## config.mk

```make
export PLATFORM = sky130hd
export DESIGN_NAME = compacting_integer_set
export DESIGN_NICKNAME = d
export VERILOG_FILES = /design/src/hw/rtl/csis_pkg.sv /design/src/hw/rtl/csis_ram.sv /design/src/hw/rtl/csis_ctrl.sv /design/src/hw/rtl/compacting_integer_set.sv
export SDC_FILE = /design/constraint.sdc
export NUM_CORES = 1
export LEC_CHECK = 0
export ABC_CLOCK_PERIOD_IN_PS = 9200
export BUFFER_PORTS_ARGS = -buffer_cell sky130_fd_sc_hd__buf_2
export CAP_MARGIN = 20
export CORE_MARGIN = 3
export CORE_UTILIZATION = 35
export CTS_CLUSTER_SIZE = 28
export DETAILED_ROUTE_END_ITERATION = 8
export PLACE_DENSITY = 0.57
export SKIP_LAST_GASP = 1
export SLEW_MARGIN = 10
export SYNTH_ARGS = -nofsm -noshare
export SYNTH_HDL_FRONTEND = slang
export SYNTH_SLANG_ARGS = --single-unit
```

## constraint.sdc

```tcl
create_clock -name clk -period 9.2 [get_ports clk]
set_clock_uncertainty 0.1 [all_clocks]
set_input_delay 2.76 -clock clk [delete_from_list [all_inputs] [get_ports clk]]
set_output_delay 2.76 -clock clk [all_outputs]
set_load 0.02 [all_outputs]
```

## src/hw/rtl/csis_pkg.sv

```systemverilog
// shared types and codes for the compacting integer set
// no dependencies; used by csis_ctrl and compacting_integer_set
`default_nettype none

package csis_pkg;

    localparam logic [1:0] REQ_ADD    = 2'd0;
    localparam logic [1:0] REQ_REMOVE = 2'd1;
    localparam logic [1:0] REQ_QUERY  = 2'd2;

    localparam int VALUE_W = 32;
    localparam int COUNT_W = 5;

    typedef struct packed {
        logic [1:0]                req_type;
        logic signed [VALUE_W-1:0] value;
    } in_item_t;

    typedef struct packed {
        logic               was_present;
        logic               full_reject;
        logic [COUNT_W-1:0] element_count;
        logic               is_empty;
    } out_item_t;

    typedef struct packed {
        logic idle;
        logic done;
    } ctrl_status_t;

endpackage

`default_nettype wire

```

## src/hw/rtl/csis_ram.sv

```systemverilog
// generic single write, single read port ram with registered read data
// no dependencies
`default_nettype none

module csis_ram #(
    parameter int WIDTH = 32,
    parameter int DEPTH = 16
) (
    input  wire logic                                   clk,
    input  wire logic                                   we,
    input  wire logic [((DEPTH > 1) ? $clog2(DEPTH) : 1)-1:0] waddr,
    input  wire logic [WIDTH-1:0]                       wdata,
    input  wire logic [((DEPTH > 1) ? $clog2(DEPTH) : 1)-1:0] raddr,
    output logic      [WIDTH-1:0]                       rdata
);

    logic [WIDTH-1:0] mem [DEPTH];

    always_ff @(posedge clk)
    begin
        if (we)
        begin
            mem[waddr] <= wdata;
        end
        rdata <= mem[raddr];
    end

endmodule

`default_nettype wire

```

## src/hw/rtl/csis_ctrl.sv

```systemverilog
// scan and compaction sequencer: one ram read and one compare per cycle
// depends on csis_pkg; drives one csis_ram instance
`default_nettype none

module csis_ctrl #(
    parameter int CAPACITY = 16
) (
    input  wire logic                    clk,
    input  wire logic                    rst_n,
    input  wire logic                    start,
    input  wire csis_pkg::in_item_t      item,
    input  wire logic                    res_free,
    output csis_pkg::ctrl_status_t       status,
    output csis_pkg::out_item_t          result,
    output logic                         ram_we,
    output logic [((CAPACITY > 1) ? $clog2(CAPACITY) : 1)-1:0] ram_waddr,
    output logic [csis_pkg::VALUE_W-1:0] ram_wdata,
    output logic [((CAPACITY > 1) ? $clog2(CAPACITY) : 1)-1:0] ram_raddr,
    input  wire logic [csis_pkg::VALUE_W-1:0] ram_rdata
);

    localparam int AW = (CAPACITY > 1) ? $clog2(CAPACITY) : 1;
    localparam int CW = $clog2(CAPACITY + 1);

    typedef enum logic [3:0] {
        ST_IDLE  = 4'b0001,
        ST_SCAN  = 4'b0010,
        ST_SHIFT = 4'b0100,
        ST_DONE  = 4'b1000
    } state_t;

    state_t  state_reg, state_next;
    logic [CW-1:0] count_reg, count_next;
    logic [CW-1:0] idx_reg, idx_next;
    logic          pend_reg, pend_next;
    logic          found_reg, found_next;
    logic          reject_reg, reject_next;

    logic [1:0]                   req_reg;
    logic [csis_pkg::VALUE_W-1:0] value_reg;
    logic [AW-1:0]                pend_idx_reg, pend_idx_next;

    logic          match;
    logic [CW+csis_pkg::COUNT_W-1:0] count_ext;

    assign match = pend_reg && (ram_rdata == value_reg);

    always_comb
    begin
        state_next    = state_reg;
        count_next    = count_reg;
        idx_next      = idx_reg;
        pend_next     = pend_reg;
        found_next    = found_reg;
        reject_next   = reject_reg;
        pend_idx_next = pend_idx_reg;
        ram_we        = 1'b0;
        ram_waddr     = pend_idx_reg - 1'b1;
        ram_wdata     = ram_rdata;
        ram_raddr     = idx_reg[AW-1:0];

        unique case (state_reg)
            ST_IDLE:
            begin
                if (start)
                begin
                    state_next  = ST_SCAN;
                    idx_next    = '0;
                    pend_next   = 1'b0;
                    found_next  = 1'b0;
                    reject_next = 1'b0;
                end
            end

            ST_SCAN:
            begin
                if (match)
                begin
                    found_next = 1'b1;
                    pend_next  = 1'b0;
                    if (req_reg == csis_pkg::REQ_REMOVE)
                    begin
                        // entries after the hit move down one place
                        idx_next   = CW'(pend_idx_reg) + 1'b1;
                        state_next = ST_SHIFT;
                    end
                    else
                    begin
                        state_next = ST_DONE;
                    end
                end
                else if (idx_reg < count_reg)
                begin
                    pend_next     = 1'b1;
                    pend_idx_next = idx_reg[AW-1:0];
                    idx_next      = idx_reg + 1'b1;
                end
                else
                begin
                    // every live entry compared without a hit
                    pend_next  = 1'b0;
                    state_next = ST_DONE;
                    if (req_reg == csis_pkg::REQ_ADD)
                    begin
                        if (count_reg < CW'(CAPACITY))
                        begin
                            ram_we     = 1'b1;
                            ram_waddr  = count_reg[AW-1:0];
                            ram_wdata  = value_reg;
                            count_next = count_reg + 1'b1;
                        end
                        else
                        begin
                            reject_next = 1'b1;
                        end
                    end
                end
            end

            ST_SHIFT:
            begin
                if (pend_reg)
                begin
                    ram_we = 1'b1;
                end
                if (idx_reg < count_reg)
                begin
                    pend_next     = 1'b1;
                    pend_idx_next = idx_reg[AW-1:0];
                    idx_next      = idx_reg + 1'b1;
                end
                else
                begin
                    pend_next = 1'b0;
                    if (!pend_reg)
                    begin
                        count_next = count_reg - 1'b1;
                        state_next = ST_DONE;
                    end
                end
            end

            ST_DONE:
            begin
                if (res_free)
                begin
                    state_next = ST_IDLE;
                end
            end

            default:
            begin
                state_next = ST_IDLE;
            end
        endcase
    end

    always_ff @(posedge clk or negedge rst_n)
    begin
        if (!rst_n)
        begin
            state_reg  <= ST_IDLE;
            count_reg  <= '0;
            idx_reg    <= '0;
            pend_reg   <= 1'b0;
            found_reg  <= 1'b0;
            reject_reg <= 1'b0;
        end
        else
        begin
            state_reg  <= state_next;
            count_reg  <= count_next;
            idx_reg    <= idx_next;
            pend_reg   <= pend_next;
            found_reg  <= found_next;
            reject_reg <= reject_next;
        end
    end

    always_ff @(posedge clk)
    begin
        if (start && (state_reg == ST_IDLE))
        begin
            req_reg   <= item.req_type;
            value_reg <= item.value;
        end
        pend_idx_reg <= pend_idx_next;
    end

    // count is reported modulo 32
    assign count_ext = (CW + csis_pkg::COUNT_W)'(count_reg);

    assign status.idle = (state_reg == ST_IDLE);
    assign status.done = (state_reg == ST_DONE);

    assign result.was_present   = found_reg;
    assign result.full_reject   = reject_reg;
    assign result.element_count = count_ext[csis_pkg::COUNT_W-1:0];
    assign result.is_empty      = (count_reg == '0);

endmodule

`default_nettype wire

```

## src/hw/rtl/compacting_integer_set.sv

```systemverilog
// top level of the compacting integer set: request capture, response register
// depends on csis_pkg, csis_ctrl and csis_ram
//
//  channel  signals                      payload              direction
//  req      req_valid / req_ready        csis_pkg::in_item_t  in
//  rsp      rsp_valid / rsp_ready        csis_pkg::out_item_t out
//
// add or query compares the live entries in turn; remove also moves each later entry down,
// paced by the single read port of the entry ram (one entry compared or moved a cycle)
// req_ready is high only while the sequencer is idle; one request at a time
// a finished response waits in the response register; the sequencer holds in its
// done state until that register is free, so a stalled response delays the next request
// reset clears the element count; entry contents need no clearing
`default_nettype none

module compacting_integer_set #(
    parameter int CAPACITY = 16
) (
    input  wire logic                clk,
    input  wire logic                rst_n,
    input  wire logic                req_valid,
    output logic                     req_ready,
    input  wire csis_pkg::in_item_t  req,
    output logic                     rsp_valid,
    input  wire logic                rsp_ready,
    output csis_pkg::out_item_t      rsp
);

    localparam int AW = (CAPACITY > 1) ? $clog2(CAPACITY) : 1;

    csis_pkg::ctrl_status_t status;
    csis_pkg::out_item_t    result;
    logic                   res_free;
    logic                   start;

    logic                         ram_we;
    logic [AW-1:0]                ram_waddr;
    logic [AW-1:0]                ram_raddr;
    logic [csis_pkg::VALUE_W-1:0] ram_wdata;
    logic [csis_pkg::VALUE_W-1:0] ram_rdata;

    logic                rsp_valid_reg, rsp_valid_next;
    csis_pkg::out_item_t rsp_reg;

    assign req_ready = status.idle;
    assign start     = req_valid && status.idle;
    assign res_free  = !rsp_valid_reg || rsp_ready;

    csis_ctrl #(
        .CAPACITY (CAPACITY)
    ) u_ctrl (
        .clk       (clk),
        .rst_n     (rst_n),
        .start     (start),
        .item      (req),
        .res_free  (res_free),
        .status    (status),
        .result    (result),
        .ram_we    (ram_we),
        .ram_waddr (ram_waddr),
        .ram_wdata (ram_wdata),
        .ram_raddr (ram_raddr),
        .ram_rdata (ram_rdata)
    );

    csis_ram #(
        .WIDTH (csis_pkg::VALUE_W),
        .DEPTH (CAPACITY)
    ) u_entries (
        .clk   (clk),
        .we    (ram_we),
        .waddr (ram_waddr),
        .wdata (ram_wdata),
        .raddr (ram_raddr),
        .rdata (ram_rdata)
    );

    // response transfer frees the register in the same cycle a new one loads
    always_comb
    begin
        rsp_valid_next = rsp_valid_reg;
        if (status.done && res_free)
        begin
            rsp_valid_next = 1'b1;
        end
        else if (rsp_ready)
        begin
            rsp_valid_next = 1'b0;
        end
    end

    always_ff @(posedge clk or negedge rst_n)
    begin
        if (!rst_n)
        begin
            rsp_valid_reg <= 1'b0;
        end
        else
        begin
            rsp_valid_reg <= rsp_valid_next;
        end
    end

    always_ff @(posedge clk)
    begin
        if (status.done && res_free)
        begin
            rsp_reg <= result;
        end
    end

    assign rsp_valid = rsp_valid_reg;
    assign rsp       = rsp_reg;

endmodule

`default_nettype wire
```

# Word-level counts from Yosys, hierarchy flattened
# Memory sizes are Yosys's and may differ from the RTL's. A register that Yosys moved wholly into a read port is not among the register bits.
# Cells that the tools add are included.
[word_totals]
input_bits = 38
memories = 1
ff_bits = 64
wordCells = 113
ram_bits = 512
out_inout_bits = 10
[mem_list]
columns = ["memory", "words", "word_bits", "rd", "rd_ports_with_merged_regs", "wr", "line", "rtl"]
rows = [
  ["u_entries.mem", 16, 32, 1, 1, 1, "csis_ram.sv:17", "logic [WIDTH-1:0] mem [DEPTH];"],
]
[op_classes]
eq_ne = 18
magnitude_cmp = 2
reduce_logical = 19
n_addsub = 5
n_mux = 54
[op_table]
columns = ["operator", "count"]
rows = [
  ["$mux 32", 5],
  ["$mux 4", 14],
  ["$mux 5", 10],
  ["$eq 32x32->1", 1],
  ["$mux 1", 17],
  ["$pmux 4 s4", 1],
  ["$pmux 5 s3", 1],
  ["$add 5x1->5 const B", 2],
  ["$ne 2x1->1 const B", 5],
  ["$ne 2x2->1 const B", 5],
  ["$pmux 5 s2", 1],
  ["$pmux 4 s2", 1],
  ["$reduce_and 7->1", 1],
  ["$pmux 1 s2", 3],
  ["$reduce_and 3->1", 2],
  ["$reduce_and 6->1", 1],
  ["$reduce_bool 2->1", 3],
  ["$add 4x1->5 const B", 1],
  ["$logic_not 5->1", 1],
  ["$lt 5x5->1", 1],
  ["$lt 5x5->1 const B", 1],
  ["$reduce_and 5->1", 1],
  ["$sub 5x1->5 const B", 1],
  ["$eq 4x1->1 const B", 1],
  ["14 further kinds", 18],
]

# Depth between registers and ports, before layout
# Gate-level depths: netlist of the first run.
[depth]
ltp_word = 8
depth_mapped = 11
mapped_depth_nobuf = 9

# Cells and area by module
# From an unflattened synthesis of the first run, not the netlist that was laid out.
[hier_totals]
hier_cells = 1127
area_unflattened_um2 = 23378.7
[modules_own_cells]
columns = ["mod", "n_inst", "seq_area_each_um2", "area_per_inst_um2", "cells_each"]
rows = [
  ["csis_ram", 1, 16015.4, 19835.3, 838],
  ["csis_ctrl", 1, 1567.8, 3243.1, 276],
  ["compacting_integer_set", 1, 265.3, 300.3, 13],
]

# Least setup slack after synthesis of the first run
# OpenSTA, ideal clock, no wires.
[synth_timing]
kind = "reg-to-reg"
from = "register u_ctrl.count_reg[3]"
to = "memory u_entries.mem[1][0], enable pin"
setup_time_ns = 0.466
required_ns = 8.634
period_less_slack_ns = 5.083
path_slack_ns = 4.117
stages_incl_launch_ff = 12
n_path_buf = 2
t_arrival_ns = 4.518
path_cell_list = "dfrtp_1 inv_1 ha_1 nand4_1 a21oi_1 a211oi_1 or3_1 nor4_2 buf_6 buf_6 nand3_1 o21ai_0"
[synth_between]
elab_chain_cells = 8
word_cells_on_any_way = 14
classes_between = "order compare (2); mux (12)"
[synth_lines]
columns = ["element", "line", "rtl"]
rows = [
  ["start, declared", "csis_ctrl.sv:33", "logic [CW-1:0] count_reg, count_next;"],
  ["start signal, assigned", "csis_ctrl.sv:172", "count_reg <= count_next;"],
  ["$lt 5x5->1", "csis_ctrl.sv:105", "if (count_reg < CW'(CAPACITY))"],
  ["$mux 1", "csis_ctrl.sv:105", ""],
  ["$mux 1", "csis_ctrl.sv:103", "if (req_reg == csis_pkg::REQ_ADD)"],
  ["$mux 1", "csis_ctrl.sv:92", "else if (idx_reg < count_reg)"],
  ["$mux 1", "csis_ctrl.sv:77", "if (match)"],
  ["$pmux 1 s2", "csis_ctrl.sv:62", "unique case (state_reg)"],
  ["$mux 1", "csis_ram.sv:21", "if (we)"],
  ["$mux 1 (not written as such)", "csis_ram.sv:23", "mem[waddr] <= wdata;"],
  ["end, declared", "csis_ram.sv:17", ""],
]
# Parallel ways exist; a longest one is shown, timed or not.

# Worst setup path in the final report of the first run
[layout_timing]
from = "register u_ctrl.state_reg[0]"
to = "output req_ready"
[layout_between]
elab_chain_cells = 1
[layout_lines]
columns = ["element", "line", "rtl"]
rows = [
  ["start, declared", "csis_ctrl.sv:32", "state_t state_reg, state_next;"],
  ["start signal, assigned", "csis_ctrl.sv:171", "state_reg <= state_next;"],
  ["$eq 4x1->1", "csis_ctrl.sv:193", "assign status.idle = (state_reg == ST_IDLE);"],
  ["end, declared", "compacting_integer_set.sv:22", "output logic req_ready,"],
]
# Every way passes these cells.

==> metrics.txt, run 1 <==
total CTS buffers 61; fin crit period 5.04 ns; CTS tree yes; post-detailed-route count of antenna-violating nets 0; first-pass GRT wire length 82800 um; Min-Delay Startpoint u_ctrl.found_reg; fillers 5922; post-synthesis simple-gate area fraction 2.83%; Fin. Hold Viols 0; Max Fclk 198 MHz; critical path class reg2out; non-filler cells in the finished layout 2271; Final Hold Slack 0.350 ns; WL final 55900 um; most common library cell in the layout ignoring fill and taps edfxtp_1; Area growth, synth to finish 14.4%; LEAKAGE 0.00862 uW; Clk pwr share 32.8%; number of enable flip-flop cells after synthesis 558; compound-gate portion of the synthesized area 5.50%; Syn. warnings 0; antenna violations before repair 0; full die area 71100 um^2; Pre-antenna DRT Iters 5; worst-path fanout max 6; Arr. time, crit path 2.18 ns; Worst Hold Class reg2reg; clk_lat worst skew 0.64 ns; Logic pwr share 17.5%; CORE AREA 66600 um^2; Worst EP required 6.34 ns; Cells after Synth 1283; register area share after synthesis 75.0%; sequential cell area 17900 um^2; Slew HR 30.7%; Slew Viols, Final 0; Seq cells post-synth 608; Worst setup SP type register; clock-pin slew on the worst setup and hold paths 0.06 ns; clk buf depth 3; number of global-route vias before repair 12376; Vias/cell 5.38; mux share of post-synthesis cell area 13.2%; status finished, final reports clean; post_cts resized 0; FF-to-FF Start u_ctrl.idx_reg[0]; synth unique cells 54; die width 267 um; Switching Fraction 27.7%; Max VDD drop 134 uV; Final Setup Violations 0; H-tree depth 2; die height 267 um; Fin Setup TNS 0 ns; Total Power 7290 uW; internal power 5270 uW; drt drc 0; footprint of the multi-input gates 5810 um^2; Cells after DPL 2159; CTS root buffer clkbuf_16; Worst Max-Slew Pin Slew 1.04 ns; RSZ-0062 raised after global routing no; Num Clock Sinks 608; Setup Buffers After CTS 0; Max Cap Violations 0; pwr dens 268 nW/um^2; hpwl dp 32000 um; P_sw 2020 uW; Layout Nets 1407; Synth Area in XOR/XNOR 1.47%; # IOs 48; Seq pwr share 49.8%; Total GRT Usage 15.7%; drt first-iter violations 1305; number of antenna diodes 0; Crit. Startpoint u_ctrl.state_reg[0]; largest net degree at the start of global routing 104; most frequent cells in the layout edfxtp_1 (558), mux2i_1 (132), a221oi_1 (64), mux4_2 (64), nand2_1 (63); Final period util 54.8%; Initial Util 35.7%; fraction of layout cells with a size suffix above 1 20.5%; IO Port Bufs 47; GPL Wtd Cong 0.801; syn avg cell area 18.5 um^2; Synth async-reset ratio 2.96%; Setup crit end kind output pin; post-synthesis adder-cell area fraction 0.610%; Synth Flop Type edfxtp_1; Routed WL per cell 24.6 um; total gr overflow 0; largest family of logic cells by synthesized area multiplexers; number of flip-flops in the largest register 512; row cnt 94; syn nets 1332; routed via count 12210; Cell Area, Synth 23800 um^2; CTS Hold Bufs 0
## worst max-delay path: stages, from the launching register on
cell and delay (ns):
dfstp_2 0.55, nor4b_1 0.70, buf_2 0.30
## power by group through the flow
stage                     Combinational [uW]  Clock [uW]  Sequential [uW]
after floorplan                          896           0             3600
after global placement                  1260           0             3680
after detailed placement                1280           0             3690
after CTS                               1290        2440             3630
after global routing                    1390        2560             3650
final                                   1270        2390             3630
## cell type report
class                      count  share of cell area (%)
inverter                      15                   0.207
sequential                   608                    65.7
clock buffer                  75                    5.88
timing repair buffer          75                    1.73
clock inverter                37                    1.20
tap                          864                    3.97
multi-input combinational    597                    21.4
## metal layers
layer | track usage (%) | wire (um) | vias to the layer above
li1 | - | - | 5386
met1 | 23.0 | 26200 | 6396
met2 | 24.3 | 25500 | 352
met3 | 2.66 | 2990 | 76
met4 | 4.56 | 1220 | 0
met5 | 0 | 0 | -
## worst paths after layout
check | cells after the start | slack [ns] | end
min in group asynchronous | 1 | 1.98 | u_ctrl.count_reg[2]
setup / recovery | 2 | 4.16 | req_ready
hold reg to reg | 0 | 0.35 | rsp[7]
setup reg to reg | 10 | 4.36 | u_entries.mem[1][3]
hold / removal | 0 | 0.35 | rsp[7]
max in group asynchronous | 1 | 6.66 | u_ctrl.idx_reg[0]
## cell usage after synthesis, types with 17 or more instances
cell / count / share of area (%)
mux4_2: 64 / 6.1
dfrtp_1: 17 / 1.8
a22oi_1: 31 / 0.98
xnor2_1: 20 / 0.74
nand2_1: 64 / 1.0
o21ai_0: 45 / 0.95
edfxtp_1: 558 / 70
mux2_2: 29 / 1.4
mux2i_1: 132 / 5.6
nor2_1: 17 / 0.27
xor2_1: 20 / 0.74
clkbuf_1: 41 / 0.65
a221oi_1: 64 / 2.4
dfxtp_1: 32 / 2.7
## cell families (layout without fill, tap and decap cells)
group	Yosys count	count (layout)
and+or+nand+nor	135	135
xor gates and xnor gates	40	40
DFF	608	608
adders and majority gates	11	11
muxes	228	228
buffers and inverters	78	202
AOI/OAI and AO/OA	183	183
## stage by stage
stage	instance area [um^2]	utilization, %	setup WS (ns)
after global placement	25300	37.9	4.42
after global routing	27200	40.9	3.98
after floorplan	23800	-	4.12
after detailed placement	25300	38.0	4.29
final	27200	40.9	4.16
after CTS	27200	40.9	4.14
No activity file was read; power rests on OpenSTA's default activity.
==> inputs of run 2 (changes only) <==
ABC_AREA = 1   (was unset)
ABC_CLOCK_PERIOD_IN_PS = 4700   (was 9200)
clock period = 4.7 ns   (was 9.2 ns; I/O delays follow)
==> run 2 against run 1 <==
Compared with the run above:
- count of clock-buffer cells in the layout rose by 18
- cell area up 6.7%
- worst setup slack worse by 3.3 ns
- critical endpoint is now u_entries.mem[3][19]
- largest cell class unchanged
- worst hold slack improved by 0.0033 ns
- highest routed layer unchanged
- utilization rose by 0.15 points
- global-route usage rose by 1.0 points
- register-to-register slack got worse by 3.5 ns
- flip-flop and latch count is the same
- first-iteration DRC count decreased by 3.8%
==> metrics.txt, run 2 <==
Slew Viols, Final 0 (unchanged); Setup crit end kind register; Setup Buffers After CTS 0 (unchanged); Arr. time, crit path 4.00 ns (+1.82 ns); die width 275 um (+3.0%); CTS Hold Bufs 0 (unchanged); Max Fclk 261 MHz; Slew HR 23.4% (-7.3 points); Yosys top cell area share 66.4% (-4.1 points); IO Port Bufs 47 (unchanged); fraction of layout cells with a size suffix above 1 12.2% (-8.3 points); number of flip-flops in the largest register 512 (unchanged); fin area 29000 um^2 (+6.7%); Cell Area, Synth 25200 um^2 (+6.1%); Synth Flop Type edfxtp_1; Final Setup Violations 0 (unchanged); syn avg cell area 12.8 um^2 (-31%); most frequent cells in the layout edfxtp_1 (558), nand2_1 (248), inv_1 (223), o21ai_0 (198), a21oi_1 (134); count leader, synth edfxtp_1; syn nets 2015 (+51%); Synth top cells by count edfxtp_1 (558), nand2_1 (248), inv_1 (226); synth top area cells edfxtp_1 (66%), mux2i_1 (5.1%), o21ai_0 (3.9%), o211ai_1 (3.8%), nand2_1 (3.7%); total CTS buffers 66 (+8.2%); fillers 6491 (+9.6%); clock-pin slew on the worst setup and hold paths 0.06 ns (about the same); Reg2Reg Depth 13 (+3); clk_lat worst skew 0.61 ns (-0.03 ns); CP max stage delay 0.60 ns (-0.10 ns); most common library cell in the layout ignoring fill and taps edfxtp_1; fin crit period 3.83 ns; leading area contributor after synthesis edfxtp_1; Num Clock Sinks 608 (unchanged); Worst setup SP type register; Pre-antenna DRT Iters 8 (+3); Fin. Hold Viols 0 (unchanged); Hold Path Stages 0 (unchanged); Syn. warnings 0 (unchanged); clk buf depth 3 (unchanged); Synth async-reset ratio 2.96% (unchanged); row cnt 97 (+3.2%); LEAKAGE 0.0102 uW (+19%); CTS tree yes; crit path cell chain inv_1, ha_1, nand2_1, nor2_1, o21ai_2, nand3_4, nand3_4, nor2_4, nand2_4, o21ai_2, nand3_2, nor2_4, buf_4; Initial Util 35.7% (-0.049 points); worst-path fanout max 18 (+12); Final period util 81.4%; Routed WL per cell 21.0 um (-15%); RSZ-0062 raised after global routing no; # IOs 48 (unchanged); H-tree depth 3 (+1); synth unique cells 41 (-24%); register area share after synthesis 70.7% (-4.3 points); number of antenna diodes 0 (unchanged); pwr dens 581 nW/um^2 (+120%); Post-Place Cell Area 26800 um^2 (+6.0%); full die area 75400 um^2 (+6.0%); largest net degree at the start of global routing 195 (+88%); status finished, final reports clean; post-detailed-route count of antenna-violating nets 0 (unchanged); Max VDD drop 483 uV (+260%); first-pass GRT wire length 95000 um (+15%); antenna violations before repair 2 (+2); Fin Setup TNS 0 ns (unchanged); Worst Max-Slew Pin Slew 1.14 ns (+0.107 ns); die height 275 um (+3.0%); Cells after Synth 1966 (+53%); Worst EP required 4.87 ns (-1.47 ns); total gr overflow 0 (unchanged); CTS root buffer clkbuf_16; hpwl dp 36600 um (+14%); GPL Wtd Cong 0.814 (+1.7%); critical path class reg2reg; CORE AREA 70800 um^2 (+6.3%); Area growth, synth to finish 14.9%; drt drc 0 (unchanged); post_cts resized 0 (unchanged); WL final 63400 um (+13%); CP max-delay cell nor2_4; Max Cap Violations 0 (unchanged); Seq cells post-synth 608 (unchanged); Total GRT Usage 16.8% (+1.0 points); Vias/cell 5.06 (-5.9%); drt first-iter violations 1256 (-3.8%); number of global-route vias before repair 15027 (+21%); number of enable flip-flop cells after synthesis 558 (unchanged); Worst Hold Class reg2reg; Layout Nets 2084 (+48%); routed via count 15307 (+25%)
run 2: kinds of logic (layout without fill, tap and decap cells):
logic type / count (synthesis) / after routing / share of synthesized area (%)
AO/OA/AOI/OAI: 472 / 472 / 10.7
XOR/XNOR: 18 / 18 / 0.624
adder cells (fa/ha/maj): 11 / 11 / 0.575
flip-flops: 608 / 608 / 70.7
AND/OR/NAND/NOR: 393 / 393 / 6.82
multiplexers: 128 / 128 / 5.08
buffers and inverters: 336 / 457 / 5.48
run 2: layout make-up:
type,count,area [um^2],area share (%)
sequential,608,17900,61.6
multi-input combinational,1022,6130,21.1
clock buffer,93,1850,6.37
tap,940,1180,4.05
inverter,235,888,3.06
timing repair buffer,102,736,2.54
clock inverter,27,374,1.29
run 2: worst paths after layout:
path,start,end,slack [ns]
min in group asynchronous,rst_n,u_ctrl.count_reg[1],0.65
hold reg to reg,u_ctrl.reject_reg,rsp[6],0.35
hold / removal,u_ctrl.reject_reg,rsp[6],0.35
max in group asynchronous,rst_n,u_ctrl.idx_reg[2],3.49
setup reg to reg,u_ctrl.count_reg[2],u_entries.mem[3][19],0.87
setup / recovery,u_ctrl.count_reg[2],u_entries.mem[3][19],0.87
run 2: routing by layer:
layer / routed length [um] / track usage (%) / share of wire (%) / vias to the layer above
met5: 0 / 0 / 0 / -
met4: 1230 / 4.46 / 1.9 / 0
met3: 3950 / 3.57 / 6.2 / 99
met2: 29600 / 26.9 / 47 / 400
met1: 28600 / 23.3 / 45 / 7608
li1: - / - / - / 7200
run 2: worst max-delay path: cells and delay by family (launching register included):
family          cells  cell delay [ns]
compound gates      2             0.24
fa+ha+maj           1             0.32
buf+inv             2             0.59
flops               1             0.46
simple gates        8             1.77
run 2: per-stage QoR:
stage | std cells | hold WS, ns | total power [uW] | util [%] | setup slack, ns
4_1_cts | 3027 | 0.357 | 17000 | 41.0 | 0.875
2_1_floorplan | 1966 | 0.325 | 10200 | - | 0.979
5_1_grt | 3027 | 0.379 | 17700 | 41.0 | 0.701
3_5_place_dp | 2907 | 0.344 | 11600 | 37.9 | 0.881
6_report | 3027 | 0.354 | 16900 | 41.0 | 0.875
3_3_place_gp | 2907 | 0.340 | 11600 | 37.9 | 0.982
run 2: power by group:
group | internal, uW | switching [uW]
Sequential | 6990 | 323
Clock | 3210 | 2120
Combinational | 1330 | 2890
==> inputs of run 3 (changes only) <==
ABC_AREA = 0   (was 1)
ABC_CLOCK_PERIOD_IN_PS = 3400   (was 4700)
PLACE_DENSITY = 0.58   (was 0.57)
clock period = 3.4 ns   (was 4.7 ns; I/O delays follow)
==> run 3 against run 2 <==
Compared with the run above:
- sequential share of layout area up 2.3 points
- sequential power grew 32%
- global-route usage fell by 0.22 points
- power grew 18%
- count of clock-buffer cells in the layout shrank 10
- critical endpoint is now u_entries.mem[2][26]
- highest routed layer unchanged
==> metrics.txt, run 3 (same netlist as run 1, synthesis figures left out) <==
status finished, final reports clean; Num Clock Sinks 608 (unchanged); CORE AREA 66600 um^2 (-5.9%); Vias/cell 5.40 (+6.7%); Worst Max-Slew Pin Slew 1.28 ns (+0.141 ns); Post-Place Cell Area 25900 um^2 (-3.4%); Worst Hold Class in2async; CTS root buffer clkbuf_16; number of flip-flops in the largest register 512 (unchanged); Pre-antenna DRT Iters 8 (unchanged); most frequent cells in the layout edfxtp_1 (558), mux2i_1 (132), a221oi_1 (64), mux4_2 (64), nand2_1 (63); Max Cap Violations 0 (unchanged); routed via count 12540 (-18%); number of antenna diodes 0 (unchanged); # IOs 48 (unchanged); CP max stage delay 0.47 ns (-0.13 ns); most common library cell in the layout ignoring fill and taps edfxtp_1; Total GRT Usage 16.6% (-0.22 points); Max VDD drop 379 uV (-22%); Critical Path Most Common Cell buf_12; die width 267 um (-2.9%); drt first-iter violations 1209 (-3.7%); die height 267 um (-2.9%); Max Fclk 310 MHz (+19%); WL met3 3290 um (-17%); Final period util 94.8% (+13 points); total CTS buffers 61 (-7.6%); fin crit period 3.22 ns (-0.602 ns); Layout Nets 1458 (-30%); critical path class reg2reg; Worst setup SP type register; clock-pin slew on the worst setup and hold paths 0.06 ns (about the same); fin area 27900 um^2 (-3.7%); full die area 71100 um^2 (-5.7%); largest net degree at the start of global routing 128 (-34%); first-pass GRT wire length 86400 um (-9.1%); H-tree depth 2 (-1); GPL Wtd Cong 0.799 (-1.9%); total gr overflow 0 (unchanged); Setup crit end kind register; drt drc 0 (unchanged); Worst EP required 3.62 ns (-1.25 ns); row cnt 94 (-3.1%); Slew Viols, Final 0 (unchanged); antenna violations before repair 1 (-1); Final Hold Slack 0.231 ns (-0.123 ns); worst-path fanout max 33 (+15); fraction of layout cells with a size suffix above 1 23.4% (+11 points); LEAKAGE 0.00897 uW (-12%); post-detailed-route count of antenna-violating nets 0 (unchanged); Fin. Hold Viols 0 (unchanged); CP max-delay cell dfrtp_4; Slew HR 14.4% (-8.9 points); clk_lat worst skew 0.64 ns (+0.03 ns); crit path cell chain ha_1, nand4_1, a21oi_1, a211oi_1, or3_1, nor4_4, buf_4, buf_12, a32o_2, buf_12; WL final 59100 um (-6.8%); clk buf depth 3 (unchanged); highest routed layer met4; IO Port Bufs 47 (unchanged); hpwl dp 32500 um (-11%); Cells after DPL 2202 (-24%); CTS tree yes; Reg2Reg Depth 10 (-3); wire length on met1 26300 um (-8.1%); non-filler cells in the finished layout 2324 (-23%); Total Power 19900 uW (+18%); metal2 WL 28100 um (-5.2%); Initial Util 35.7% (+0.049 points); number of global-route vias before repair 12811 (-15%); Final Setup Violations 0 (unchanged); Arr. time, crit path 3.44 ns (-0.56 ns); Routed WL per cell 25.4 um (+21%); pwr dens 711 nW/um^2 (+22%); Area growth, synth to finish 17.5%
## run 3: cell types whose count changed in the layout (fill, tap and decap cells not counted), moves of 17 or more
| cell | delta |
|---|---|
| inv_1 | -209 |
| nor2_4 | -17 |
| buf_12 | +20 |
| mux4_2 | +64 |
| nand3_1 | -45 |
| o211ai_1 | -127 |
| a221oi_1 | +64 |
| a22oi_1 | +31 |
| a21oi_1 | -124 |
| nor2_1 | -22 |
| mux2_2 | +29 |
| nand2_1 | -185 |
| o21ai_0 | -160 |
## run 3: critical path: cells and delay by family, from the launching register on
kind / cells / cell delay, ns
AND/OR/NAND/NOR: 3 / 0.76
buffers and inverters: 3 / 0.76
AO/OA/AOI/OAI: 3 / 0.50
flip-flops: 1 / 0.47
adder cells (fa/ha/maj): 1 / 0.28
## run 3: per-stage QoR
| stage | util, % | setup TNS, ns | worst slack, ns |
|---|---|---|---|
| after floorplan | - | -20.59 | -0.240 |
| after global placement | 38.9 | -0.459 | -0.0277 |
| after detailed placement | 38.9 | -1.46 | -0.0533 |
| after CTS | 41.9 | 0 | 0.0397 |
| after global routing | 42.0 | -0.0357 | -0.00866 |
| final | 42.0 | 0 | 0.176 |
## run 3: per-layer routing
| metal | GRT usage [%] | vias to the layer above |
|---|---|---|
| met5 | 0 | - |
| met4 | 4.83 | 0 |
| met3 | 2.35 | 93 |
| met2 | 26.8 | 394 |
| met1 | 23.4 | 6568 |
| li1 | - | 5485 |
## run 3: power by group
part	switching (uW)	internal (uW)	total [uW]
logic	2320	1360	3680
clock network	2810	3710	6520
registers	279	9390	9670
## run 3: timing repair
item | CTS | global route
gates resized for setup | 0 | 3
hold buffers | 0 | 0
pin swaps | 2 | 3
buffers inserted | 5 | 3
setup endpoints to repair | 51 | 720
## run 3: worst paths after layout
kind | start | endpoint | slack (ns)
min | rst_n | u_ctrl.count_reg[0] | 0.23
min in group clk | u_ctrl.reject_reg | rsp[6] | 0.36
max in group asynchronous | rst_n | u_ctrl.idx_reg[0] | 2.63
min reg2reg | u_ctrl.reject_reg | rsp[6] | 0.36
max reg2reg | u_ctrl.idx_reg[1] | u_entries.mem[2][26] | 0.18
max | u_ctrl.idx_reg[1] | u_entries.mem[2][26] | 0.18
## run 3: final cells by class
cell class	count	area, um^2
fill	5867	38600
sequential	608	17900
multi-input combinational	597	5820
clock buffer	83	1650
timing repair buffer	126	1170
tap	864	1080
clock inverter	31	312
inverter	15	56.3
